$ cat src/rtl/iiel_pkg.sv
// ----------------------------------------------------------------------------
// iiel_pkg
// Types and codes shared by the indexed insert/erase list and its channels.
// ----------------------------------------------------------------------------
package iiel_pkg;

  typedef logic        [1:0]  op_t;
  typedef logic        [4:0]  idx_t;
  typedef logic signed [31:0] word_t;
  typedef logic        [1:0]  status_t;
  typedef logic        [4:0]  count_t;

  localparam op_t OP_INSERT = 2'd0;
  localparam op_t OP_ERASE  = 2'd1;
  localparam op_t OP_READ   = 2'd2;

  localparam status_t ST_OK    = 2'd0;
  localparam status_t ST_RANGE = 2'd1;
  localparam status_t ST_FULL  = 2'd2;

  // per-cell shift control, decoded once at the top
  typedef struct packed {
    logic ins;   // insert moves this cycle
    logic ers;   // erase moves this cycle
    logic at;    // cell sits at the target index
    logic past;  // cell sits above the target index
  } cell_ctrl_t;

endpackage

$ cat src/rtl/iiel_in_if.sv
// ----------------------------------------------------------------------------
// iiel_in_if
// Request channel of the list: operation, index and value with valid/ready.
// ----------------------------------------------------------------------------
interface iiel_in_if;
  logic             valid;
  logic             ready;
  iiel_pkg::op_t    op;
  iiel_pkg::idx_t   index;
  iiel_pkg::word_t  value;

  modport source (output valid, output op, output index, output value, input ready);
  modport sink   (input valid, input op, input index, input value, output ready);
endinterface

$ cat src/rtl/iiel_out_if.sv
// ----------------------------------------------------------------------------
// iiel_out_if
// Response channel of the list: status, read word and count with valid/ready.
// ----------------------------------------------------------------------------
interface iiel_out_if;
  logic               valid;
  logic               ready;
  iiel_pkg::status_t  status;
  iiel_pkg::word_t    read_value;
  iiel_pkg::count_t   count;

  modport source (output valid, output status, output read_value, output count,
                  input ready);
  modport sink   (input valid, input status, input read_value, input count,
                  output ready);
endinterface

$ cat src/rtl/iiel_cell.sv
// ----------------------------------------------------------------------------
// iiel_cell
// One list slot: holds a word and loads it from its neighbor or the new value.
// ----------------------------------------------------------------------------
module iiel_cell (
  input  logic                 clk_i,
  input  iiel_pkg::cell_ctrl_t ctrl_i,
  input  iiel_pkg::word_t      value_i,
  input  iiel_pkg::word_t      left_i,
  input  iiel_pkg::word_t      right_i,
  output iiel_pkg::word_t      entry_o
);
  import iiel_pkg::*;

  word_t entry_q;
  word_t entry_d;
  logic  load;

  always_comb begin
    load    = 1'b0;
    entry_d = entry_q;
    if (ctrl_i.ins) begin
      if (ctrl_i.past) begin
        load    = 1'b1;
        entry_d = left_i;
      end else if (ctrl_i.at) begin
        load    = 1'b1;
        entry_d = value_i;
      end
    end else if (ctrl_i.ers) begin
      if (ctrl_i.at || ctrl_i.past) begin
        load    = 1'b1;
        entry_d = right_i;
      end
    end
  end

  always_ff @(posedge clk_i) begin
    if (load) begin
      entry_q <= entry_d;
    end
  end

  assign entry_o = entry_q;

endmodule

$ cat src/rtl/indexed_insert_erase_list_unit.sv
// ----------------------------------------------------------------------------
// indexed_insert_erase_list_unit
// Ordered list of up to DEPTH signed words kept in a row of slot cells.
// ----------------------------------------------------------------------------
//   channel  dir  payload                       word accepted when
//   req_i    in   op, index, value              valid && ready
//   rsp_o    out  status, read_value, count     valid && ready
//
// one request per cycle while req_i.ready is high; every slot shifts in the
// same cycle as the request is taken, and its response is registered in the
// response buffer; this two-word buffer takes one more request while the
// response side stalls; req_i.ready drops once both words are held
// reset clears the count and the response buffer; slot contents stay
// undefined until written
// ----------------------------------------------------------------------------
module indexed_insert_erase_list_unit #(
  parameter int DEPTH = 16
) (
  input  logic  clk_i,
  input  logic  rst_ni,
  iiel_in_if.sink    req_i,
  iiel_out_if.source rsp_o
);
  import iiel_pkg::*;

  localparam int CW   = $clog2(DEPTH + 1);
  localparam int CMPW = (CW > 5) ? CW : 5;
  localparam int RDN  = (DEPTH < 32) ? DEPTH : 32;
  localparam int RIW  = $clog2(RDN);

  logic [CW-1:0]   count_q, count_d;
  logic [CMPW-1:0] idx_w, cnt_w;
  word_t           entry [DEPTH];
  word_t           rd_arr [RDN];
  cell_ctrl_t      ctrl [DEPTH];

  status_t status;
  word_t   rd_word;
  logic    do_ins, do_ers, push, pop;

  // response buffer: head drives the port, tail catches a stalled word
  logic    head_vld_q, tail_vld_q;
  status_t head_st_q, tail_st_q;
  word_t   head_rd_q, tail_rd_q;
  count_t  head_cnt_q, tail_cnt_q;

  assign idx_w = CMPW'(req_i.index);
  assign cnt_w = CMPW'(count_q);

  always_comb begin
    status = ST_OK;
    do_ins = 1'b0;
    do_ers = 1'b0;
    case (req_i.op)
      OP_INSERT: begin
        if (idx_w > cnt_w) begin
          status = ST_RANGE;
        end else if (cnt_w >= CMPW'(DEPTH)) begin
          status = ST_FULL;
        end else begin
          do_ins = 1'b1;
        end
      end
      OP_ERASE: begin
        if (idx_w >= cnt_w) begin
          status = ST_RANGE;
        end else begin
          do_ers = 1'b1;
        end
      end
      OP_READ: begin
        if (idx_w >= cnt_w) begin
          status = ST_RANGE;
        end
      end
      default: status = ST_OK;
    endcase
  end

  assign req_i.ready = !tail_vld_q;
  assign push        = req_i.valid && req_i.ready;
  assign pop         = head_vld_q && rsp_o.ready;

  always_comb begin
    count_d = count_q;
    if (push && do_ins) begin
      count_d = count_q + CW'(1);
    end else if (push && do_ers) begin
      count_d = count_q - CW'(1);
    end
  end

  // only the first 32 slots are reachable by a 5-bit index
  for (genvar r = 0; r < RDN; r++) begin : g_rd
    assign rd_arr[r] = entry[r];
  end

  always_comb begin
    rd_word = '0;
    if (req_i.op == OP_READ && status == ST_OK) begin
      rd_word = rd_arr[req_i.index[RIW-1:0]];
    end
  end

  for (genvar i = 0; i < DEPTH; i++) begin : g_cell
    word_t left, right;

    assign ctrl[i].ins  = push && do_ins;
    assign ctrl[i].ers  = push && do_ers;
    assign ctrl[i].at   = (idx_w == CMPW'(i));
    assign ctrl[i].past = (idx_w <  CMPW'(i));

    if (i == 0) begin : g_first
      assign left = req_i.value;
    end else begin : g_mid_l
      assign left = entry[i-1];
    end

    if (i == DEPTH - 1) begin : g_last
      assign right = entry[i];
    end else begin : g_mid_r
      assign right = entry[i+1];
    end

    iiel_cell u_cell (
      .clk_i   (clk_i),
      .ctrl_i  (ctrl[i]),
      .value_i (req_i.value),
      .left_i  (left),
      .right_i (right),
      .entry_o (entry[i])
    );
  end

  always_ff @(posedge clk_i or negedge rst_ni) begin
    if (!rst_ni) begin
      count_q    <= '0;
      head_vld_q <= 1'b0;
      tail_vld_q <= 1'b0;
    end else begin
      count_q <= count_d;
      if (tail_vld_q) begin
        if (pop) begin
          tail_vld_q <= 1'b0;
        end
      end else if (push) begin
        if (head_vld_q && !pop) begin
          tail_vld_q <= 1'b1;
        end else begin
          head_vld_q <= 1'b1;
        end
      end else if (pop) begin
        head_vld_q <= 1'b0;
      end
    end
  end

  always_ff @(posedge clk_i) begin
    if (tail_vld_q) begin
      if (pop) begin
        head_st_q  <= tail_st_q;
        head_rd_q  <= tail_rd_q;
        head_cnt_q <= tail_cnt_q;
      end
    end else if (push) begin
      if (head_vld_q && !pop) begin
        tail_st_q  <= status;
        tail_rd_q  <= rd_word;
        tail_cnt_q <= count_t'(count_d);
      end else begin
        head_st_q  <= status;
        head_rd_q  <= rd_word;
        head_cnt_q <= count_t'(count_d);
      end
    end
  end

  assign rsp_o.valid      = head_vld_q;
  assign rsp_o.status     = head_st_q;
  assign rsp_o.read_value = head_rd_q;
  assign rsp_o.count      = head_cnt_q;

`ifndef SYNTH
  a_count_bound: assert property (@(posedge clk_i) disable iff (!rst_ni)
    cnt_w <= CMPW'(DEPTH))
    else $error("live count above capacity");

  a_tail_needs_head: assert property (@(posedge clk_i) disable iff (!rst_ni)
    tail_vld_q |-> head_vld_q)
    else $error("response tail held without head");

  a_insert_grows: assert property (@(posedge clk_i) disable iff (!rst_ni)
    (push && do_ins) |=> (count_q == $past(count_q) + CW'(1)))
    else $error("insert did not grow the count");

  a_erase_shrinks: assert property (@(posedge clk_i) disable iff (!rst_ni)
    (push && do_ers) |=> (count_q == $past(count_q) - CW'(1)))
    else $error("erase did not shrink the count");
`endif

endmodule

$ cat src/flat_wrapper.sv
// flat-port wrapper written by rule: the top's interface ports become plain ports
module indexed_insert_erase_list_unit_flat import iiel_pkg::*;
#(
  parameter int DEPTH = 16
)
  (clk_i, rst_ni, req_i_valid, req_i_op, req_i_index, req_i_value, req_i_ready, rsp_o_valid, rsp_o_status, rsp_o_read_value, rsp_o_count, rsp_o_ready);
  iiel_in_if req_i_i ();
  iiel_out_if rsp_o_i ();
  input  logic clk_i;
  input  logic rst_ni;
  input wire logic [$bits(req_i_i.valid)-1:0] req_i_valid;
  input wire logic [$bits(req_i_i.op)-1:0] req_i_op;
  input wire logic [$bits(req_i_i.index)-1:0] req_i_index;
  input wire logic [$bits(req_i_i.value)-1:0] req_i_value;
  output wire logic [$bits(req_i_i.ready)-1:0] req_i_ready;
  output wire logic [$bits(rsp_o_i.valid)-1:0] rsp_o_valid;
  output wire logic [$bits(rsp_o_i.status)-1:0] rsp_o_status;
  output wire logic [$bits(rsp_o_i.read_value)-1:0] rsp_o_read_value;
  output wire logic [$bits(rsp_o_i.count)-1:0] rsp_o_count;
  input wire logic [$bits(rsp_o_i.ready)-1:0] rsp_o_ready;
  assign req_i_i.valid = req_i_valid;
  assign req_i_i.op = req_i_op;
  assign req_i_i.index = req_i_index;
  assign req_i_i.value = req_i_value;
  assign req_i_ready = req_i_i.ready;
  assign rsp_o_valid = rsp_o_i.valid;
  assign rsp_o_status = rsp_o_i.status;
  assign rsp_o_read_value = rsp_o_i.read_value;
  assign rsp_o_count = rsp_o_i.count;
  assign rsp_o_i.ready = rsp_o_ready;
  indexed_insert_erase_list_unit #(.DEPTH(DEPTH)) u_core (.clk_i(clk_i), .rst_ni(rst_ni), .req_i(req_i_i), .rsp_o(rsp_o_i));
endmodule
$ cat config.mk
export PLATFORM = sky130hd
export DESIGN_NAME = indexed_insert_erase_list_unit_flat
export DESIGN_NICKNAME = d
export VERILOG_FILES = /design/src/rtl/iiel_pkg.sv /design/src/rtl/iiel_in_if.sv /design/src/rtl/iiel_out_if.sv /design/src/rtl/iiel_cell.sv /design/src/rtl/indexed_insert_erase_list_unit.sv /design/src/flat_wrapper.sv
export SDC_FILE = /design/constraint.sdc
export NUM_CORES = 1
export LEC_CHECK = 0
export BUFFER_PORTS_ARGS = -buffer_cell sky130_fd_sc_hd__buf_4
export CAP_MARGIN = 20
export CORE_MARGIN = 2
export CORE_UTILIZATION = 57
export DETAILED_ROUTE_END_ITERATION = 8
export PLACE_DENSITY_LB_ADDON = 0.15
export SLEW_MARGIN = 20
export SYNTH_ARGS = -nofsm -noshare
export SYNTH_HDL_FRONTEND = slang
export SYNTH_SLANG_ARGS = --single-unit
$ cat constraint.sdc
create_clock -name clk_i -period 4 [get_ports clk_i]
set_input_delay 0.8 -clock clk_i [delete_from_list [all_inputs] [get_ports clk_i]]
set_output_delay 0.8 -clock clk_i [all_outputs]
set_load 0.005 [all_outputs]
==> results.ini, run 1 <==
[outcome]
status=completed

[yosys]
synthDominantCellAreaShare=0.526
async_reset_ff_frac=0.0117
yosys.area_share.adder=0.00408
synth_top_family_by_area=multiplexers
synth_flop_cell=edfxtp_1
synth-xor-area-share=0.000779
yosys_warnings=0
syn_area_per_cell_um2=12.0
synthDistinctLibCells=62
muxShareOfSynthArea=0.250
synth-simple-area-share=0.0829
synth_top_cells_by_count=nand2_1, edfxtp_1, mux2i_1
synth-edff-count=590
synth_top_area_cell=edfxtp_1
syn_area_um2=33700
yosysMostFrequentCell=nand2_1
ys_ff_latch=597
synthCells=2814
syn-num-nets=2868
synth-compound-area-share=0.0899
yosys-top-cells-area=edfxtp_1, mux2i_1, mux4_2
yosysSeqAreaShare=0.531

[worst_setup_path]
cp_data_arrival_time_ns=3.39
r2r_start=u_core.cnt_w[2]
end_kind=register
cp_max_fo=16
path_class=reg2reg
worstRegToRegCells=8
rrSetupSlack_ns=0.87
reg2reg_to=u_core.g_cell[13].u_cell.entry_o[25]
cp.required_ns=4.26
cp-start-kind=register

[sta]
setup_viol=0
fin_skew_ns=0.0183
tns_ns=0
grt_setup_unrepaired=false
clock.fmax_mhz=320
hold_violations=0
post-route-period-util=0.781
maxSlewHeadroom=0.349
slew_viol_final=0
min_period_ns=3.13
worst_pin_slew_ns=0.967

[power]
clockPowerShare=0.379
p_leak_nw=14.5
combPwrFrac=0.150
irDropWorstVdd_mv=0.663
seq_power_share=0.471
p_sw_frac=0.264
switching_power_mw=4.23
p_int_mw=11.8
power_density_nw_per_um2=425

[clock_tree]
clkLatencyLatePin_ns=0.61
cts_root_buf=clkbuf_16
post_cts_buffers=0
cts.sinks=597
cts_made_buffers=66
cts_hold_buf=1
tritoncts=built
ctsResizeCount=0
clk_path_buf_depth=3
clk_pin_slew_ns=0.06
h-tree-depth=3

[min_path]
hold_path_end=u_core.tail_vld_q
worstHoldStart=rsp_o_ready
hold_path.class=in2reg
min_path_cells=2

[drt]
via_per_inst=6.50
vias=23800
drt-pass1-iter-count=6
drt-total-wl_um=95400
dr.first_iter.drc_count=3057
drc_errors=0
wl_per_cell_um=26.0
drtAntennaViolNets=0

[floorplan]
initial_core_util=0.573
die_h_um=247
core_um2=58800
ioPinCount=84
rows=89
dieArea_um2=61100
die-width_um=247

[final_layout]
drive_gt1_frac=0.185
syn_to_final_growth_pct=11.6
final_nets=2893
instances_no_fill=3663

[place]
dpl.hpwl_um=59200
portBuffers=83
dpl.cell_count=3543
gp_congestion=0.920

[global_routing]
grt_pass1_vias=23000
antenna_found_initial=1
grt_max_degree=81
grt_pass1_wl_um=143000
grt-ovfl-total=0
grt_usage=0.313

[run]
drv_cap=0

critical path, stage by stage (launching register included):
cell and delay [ns]:
dfrtp_1 0.45, inv_1 0.13, ha_1 0.33, a21oi_1 0.28
o21ai_1 0.21, nor3_2 0.29, or2_1 0.42, and2_2 0.27
buf_4 0.37
stage by stage:
step / setup WS (ns) / cell area [um2] / hold WS (ns) / util / power [mW]
finish: 0.874 / 37600 / 0.369 / 0.640 / 16.0
global route: 0.784 / 37600 / 0.386 / 0.640 / 16.5
CTS: 0.965 / 37600 / 0.345 / 0.640 / 16.1
detailed placement: 0.476 / 35500 / 0.508 / 0.604 / 10.0
global placement: 0.506 / 35500 / 0.503 / 0.604 / 9.98
floorplan: -0.309 / 33700 / 0.498 / - / 9.00
worst max-delay path by stage:
| stage | from | end | cells past startpoint |
|---|---|---|---|
| finish | u_core.cnt_w[2] | u_core.g_cell[13].u_cell.entry_o[25] | 8 |
| global route | u_core.cnt_w[2] | u_core.g_cell[13].u_cell.entry_o[25] | 8 |
| CTS | u_core.tail_vld_q | req_i_ready | 3 |
| detailed placement | req_i_index[4] | u_core.g_cell[13].u_cell.entry_o[25] | 8 |
| global placement | req_i_index[0] | u_core.tail_rd_q[21] | 6 |
| floorplan | req_i_index[0] | u_core.g_cell[4].u_cell.entry_o[0] | 11 |
cells by family (layout without fill, tap and decap cells):
logic type	after synthesis	count (layout)
simple gates	707	707
mux	673	673
flops	597	597
compound gates	557	557
buf+inv	266	341
fa+ha+maj	11	11
xor+xnor	3	3
other cells	0	1
sequential cells by signal (all words and copies together) (netlist names):
name                          count
u_core.tail_rd_q                 32
u_core.rsp_o.status               2
u_core.cnt_w                      5
u_core.rsp_o.valid                1
u_core.g_cell.u_cell.entry_o    512
u_core.tail_cnt_q                 5
u_core.rsp_o.read_value          32
u_core.tail_vld_q                 1
u_core.rsp_o.count                5
u_core.tail_st_q                  2
routing by layer:
layer,vias up,GRT usage,part of all wire
met1,11800,0.452,0.42
met2,1276,0.467,0.44
met5,-,0,0
met4,0,0.111,0.031
met3,184,0.0717,0.10
li1,10500,-,-
cell usage in the layout (no fill, tap or decap), drive strengths merged, types with 2 or more instances in the layout:
| cell | count |
|---|---|
| a211oi | 3 |
| nand4 | 3 |
| edfxtp | 590 |
| nand2b | 3 |
| nand2 | 619 |
| o31ai | 32 |
| o21ai | 487 |
| mux2 | 64 |
| mux2i | 481 |
| nor3 | 4 |
| or2 | 4 |
| bufinv | 7 |
| a21oi | 14 |
| clkinvlp | 2 |
| mux4 | 128 |
| a221oi | 2 |
| buf | 207 |
| xnor2 | 3 |
| a31oi | 4 |
| clkbuf | 75 |
| or3 | 2 |
| and2 | 9 |
| inv | 21 |
| clkinv | 28 |
| and3 | 2 |
| a21o | 2 |
| dfrtp | 7 |
| nand3 | 6 |
| o211ai | 2 |
| nor2 | 49 |
| ha | 11 |
cell type report:
type	count	area [um2]
Tap cell	773	967
Multi-Input combinational cell	1951	14500
Clock inverter	43	414
Antenna cell	1	2.50
Clock buffer	75	1690
Fill cell	4439	21200
Inverter	15	56.3
Timing Repair Buffer	208	2060
Sequential cell	597	17900
power by group through the flow:
stage / Sequential [mW] / Combinational (mW) / Clock [mW]
5_1_grt: 7.56 / 2.58 / 6.38
3_5_place_dp: 7.65 / 2.37 / 0
6_report: 7.53 / 2.40 / 6.06
3_3_place_gp: 7.65 / 2.33 / 0
4_1_cts: 7.53 / 2.38 / 6.15
2_1_floorplan: 7.59 / 1.41 / 0
(Power assumes the default switching activity.)
==> inputs of run 2 (changes only) <==
--- a/config.mk
+++ b/config.mk
@@ -5,10 +5,11 @@
 export SDC_FILE = /design/constraint.sdc
 export NUM_CORES = 1
 export LEC_CHECK = 0
+export ABC_AREA = 1
 export BUFFER_PORTS_ARGS = -buffer_cell sky130_fd_sc_hd__buf_4
 export CAP_MARGIN = 20
 export CORE_MARGIN = 2
-export CORE_UTILIZATION = 57
+export CORE_UTILIZATION = 58
 export DETAILED_ROUTE_END_ITERATION = 8
 export PLACE_DENSITY_LB_ADDON = 0.15
 export SLEW_MARGIN = 20
==> constraint.sdc (replaced) <==
create_clock -name clk_i -period 2.74 [get_ports clk_i]
set_input_delay 0.548 -clock clk_i [delete_from_list [all_inputs] [get_ports clk_i]]
set_output_delay 0.548 -clock clk_i [all_outputs]
set_load 0.005 [all_outputs]
==> results.ini, run 2 <==
[global_routing]
grt-ovfl-total=0  ; unchanged
grt_pass1_vias=30100  ; +31%
grt_max_degree=62  ; -23%
antenna_found_initial=7  ; +6
grt_usage=0.387  ; +0.0733
grt_pass1_wl_um=182000  ; +27%

[worst_setup_path]
cp-start-kind=register
end_kind=register
cp_common_cell=buf_12
path_buf_inv=5  ; +3
cp_data_arrival_time_ns=3.01  ; -0.38 ns
slowest_delay_ns=0.41  ; -0.04 ns
worst_path_max_delay_cell=dfrtp_1
path_delay_family=buffers and inverters
rrSetupSlack_ns=0.12  ; -0.76 ns
cp.required_ns=3.13  ; -1.13 ns
cp_max_fo=48  ; +32
cp_cell_sequence=clkinv_4, ha_4, nand2_2, nor2_2, nand2_1, nand3_2, nand2_2, nand4_4, buf_12, inv_8, buf_12, buf_12, o21ai_1
path_class=reg2reg

[final_layout]
layout_commonest_cell=nand2_1
final_nets=4630  ; +60%
largest_register_ffs=512  ; unchanged
final_util=0.681  ; +0.0405
layout_common_cells=nand2_1, o21ai_0, edfxtp_1
drive_gt1_frac=0.0952  ; -0.0900
syn_to_final_growth_pct=15.6

[sta]
slew_viol_final=0  ; unchanged
setup_viol=0  ; unchanged
clock.fmax_mhz=381  ; +19%
post-route-period-util=0.958  ; +0.176
whs_ns=0.285  ; -0.0839 ns
maxSlewHeadroom=0.546  ; +0.198
worst_pin_slew_ns=0.681  ; -0.286 ns
setup_ws_ns=0.116  ; -0.758 ns
grt_setup_unrepaired=false
fin_skew_ns=0.0212  ; +0.00287 ns
min_period_ns=2.62  ; -0.502 ns
hold_violations=0  ; unchanged

[min_path]
hold_path.class=in2async

[drt]
drt-total-wl_um=121000  ; +27%
via_per_inst=6.06  ; -6.7%
dr.first_iter.drc_count=5026  ; +64%
drc_errors=0  ; unchanged
drtAntennaViolNets=0  ; unchanged
drt-pass1-iter-count=6  ; unchanged
vias=32800  ; +38%
wl_per_cell_um=22.4  ; -14%

[yosys]
yosysSeqAreaShare=0.514  ; -0.0168
ys_ff_latch=597  ; unchanged
syn_area_per_cell_um2=7.65  ; -36%
synthDistinctLibCells=31  ; -50%
synth_top_area_cell=edfxtp_1
synth_top_cells_by_count=nand2_1, o21ai_0, edfxtp_1
synth-edff-count=590  ; unchanged
syn_area_um2=34800  ; +3.3%
async_reset_ff_frac=0.0117  ; unchanged
yosys_warnings=0  ; unchanged
synthDominantCellAreaShare=0.509  ; -0.0166
syn-num-nets=4605  ; +61%
synthCells=4551  ; +62%
synth_flop_cell=edfxtp_1
yosys-top-cells-area=edfxtp_1, nand2_1, o21ai_0
yosysMostFrequentCell=nand2_1

[place]
gp_congestion=0.918  ; -0.15%
pre_cts_ws_ns=-0.0420  ; -0.518 ns
portBuffers=83  ; unchanged
dpl.hpwl_um=76600  ; +30%

[clock_tree]
cts.sinks=597  ; unchanged
clkLatencyLatePin_ns=0.62  ; about the same
cts_root_buf=clkbuf_16
clk_path_buf_depth=3  ; unchanged
h-tree-depth=3  ; unchanged
post_cts_buffers=0  ; unchanged
clk_pin_slew_ns=0.06  ; about the same
tritoncts=built
cts_made_buffers=69  ; +4.5%

[floorplan]
ioPinCount=84  ; unchanged
dieArea_um2=62000  ; +1.5%
rows=89  ; unchanged
core_um2=59100  ; +0.57%
die_h_um=249  ; +0.73%
die-width_um=249  ; +0.73%
initial_core_util=0.589  ; +0.0154

[power]
p_leak_nw=16.8  ; +16%
irDropWorstVdd_mv=0.502  ; -24%
power_density_nw_per_um2=634  ; +49%

[run]
drv_cap=0  ; unchanged

[outcome]
status=completed

run 2: cell count changes in the layout (fill, tap and decap cells not counted), moves of 32 or more:
cell / delta
nand2_1: +1141
o21ai_0: +539
inv_1: +493
mux2i_1: -481
o21ai_1: -153
nand4_1: +133
mux4_2: -128
nor2_1: +86
mux2_2: -64
buf_12: +49
nor3_1: +32
run 2: what timing repair did:
| item | CTS | global route |
|---|---|---|
| resized for setup | 0 | 1 |
| hold endpoints to repair | 7 | 0 |
| setup endpoints to repair | 0 | 1 |
| hold buffers | 1 | 0 |
run 2: cell families (layout without fill, tap and decap cells):
logic type / count (synthesis) / after routing / synth area share
AO/OA/AOI/OAI: 981 / 981 / 0.146
XOR/XNOR: 3 / 3 / 0.000755
adder cells (fa/ha/maj): 11 / 11 / 0.00395
buffers and inverters: 849 / 929 / 0.0958
flip-flops: 597 / 597 / 0.514
other: 0 / 5 / 0
AND/OR/NAND/NOR: 2110 / 2110 / 0.240
run 2: worst paths after layout:
check	start	end	cells after the start
max in group asynchronous	rst_ni	u_core.tail_vld_q	2
worst max-delay path	u_core.cnt_w[4]	u_core.g_cell[14].u_cell.entry_o[8]	13
worst min-delay path	rst_ni	u_core.rsp_o.valid	2
worst max register to register	u_core.cnt_w[4]	u_core.g_cell[14].u_cell.entry_o[8]	13
worst min register to register	u_core.tail_cnt_q[3]	u_core.rsp_o.count[3]	2
min in group clk_i	rsp_o_ready	u_core.tail_vld_q	3
run 2: final cells by class:
type	instances	area [um2]
diodes	5	12.5
clock buffers	83	1820
clock inverters	43	348
fillers	4808	18900
inverters	520	1970
multi-input cells	3105	14000
flip-flops and latches	597	17900
well taps	773	967
repair buffers	283	3230
run 2: metrics by stage:
| stage | instance area, um2 | instances | setup TNS (ns) | power (mW) |
|---|---|---|---|---|
| after floorplan | 35000 | 4551 | 0 | 14.1 |
| after global placement | 38000 | 5277 | -0.0281 | 16.3 |
| after detailed placement | 38000 | 5277 | -0.0420 | 16.4 |
| after CTS | 40200 | 5404 | 0 | 25.4 |
| after global routing | 40200 | 5406 | 0 | 26.3 |
| final | 40200 | 5409 | 0 | 25.5 |
run 2: metal layers:
| layer | vias to the layer above | GRT usage | part of all wire |
|---|---|---|---|
| met1 | 14900 | 0.527 | 0.37 |
| met4 | 0 | 0.181 | 0.050 |
| met5 | - | 0 | 0 |
| li1 | 15000 | - | - |
| met3 | 418 | 0.0891 | 0.14 |
| met2 | 2476 | 0.588 | 0.43 |
run 2: report_power, final:
| group | total (mW) | internal [mW] | switching, mW |
|---|---|---|---|
| sequential | 11.2 | 10.9 | 0.245 |
| clock | 9.14 | 5.22 | 3.92 |
| combinational | 5.21 | 1.69 | 3.52 |
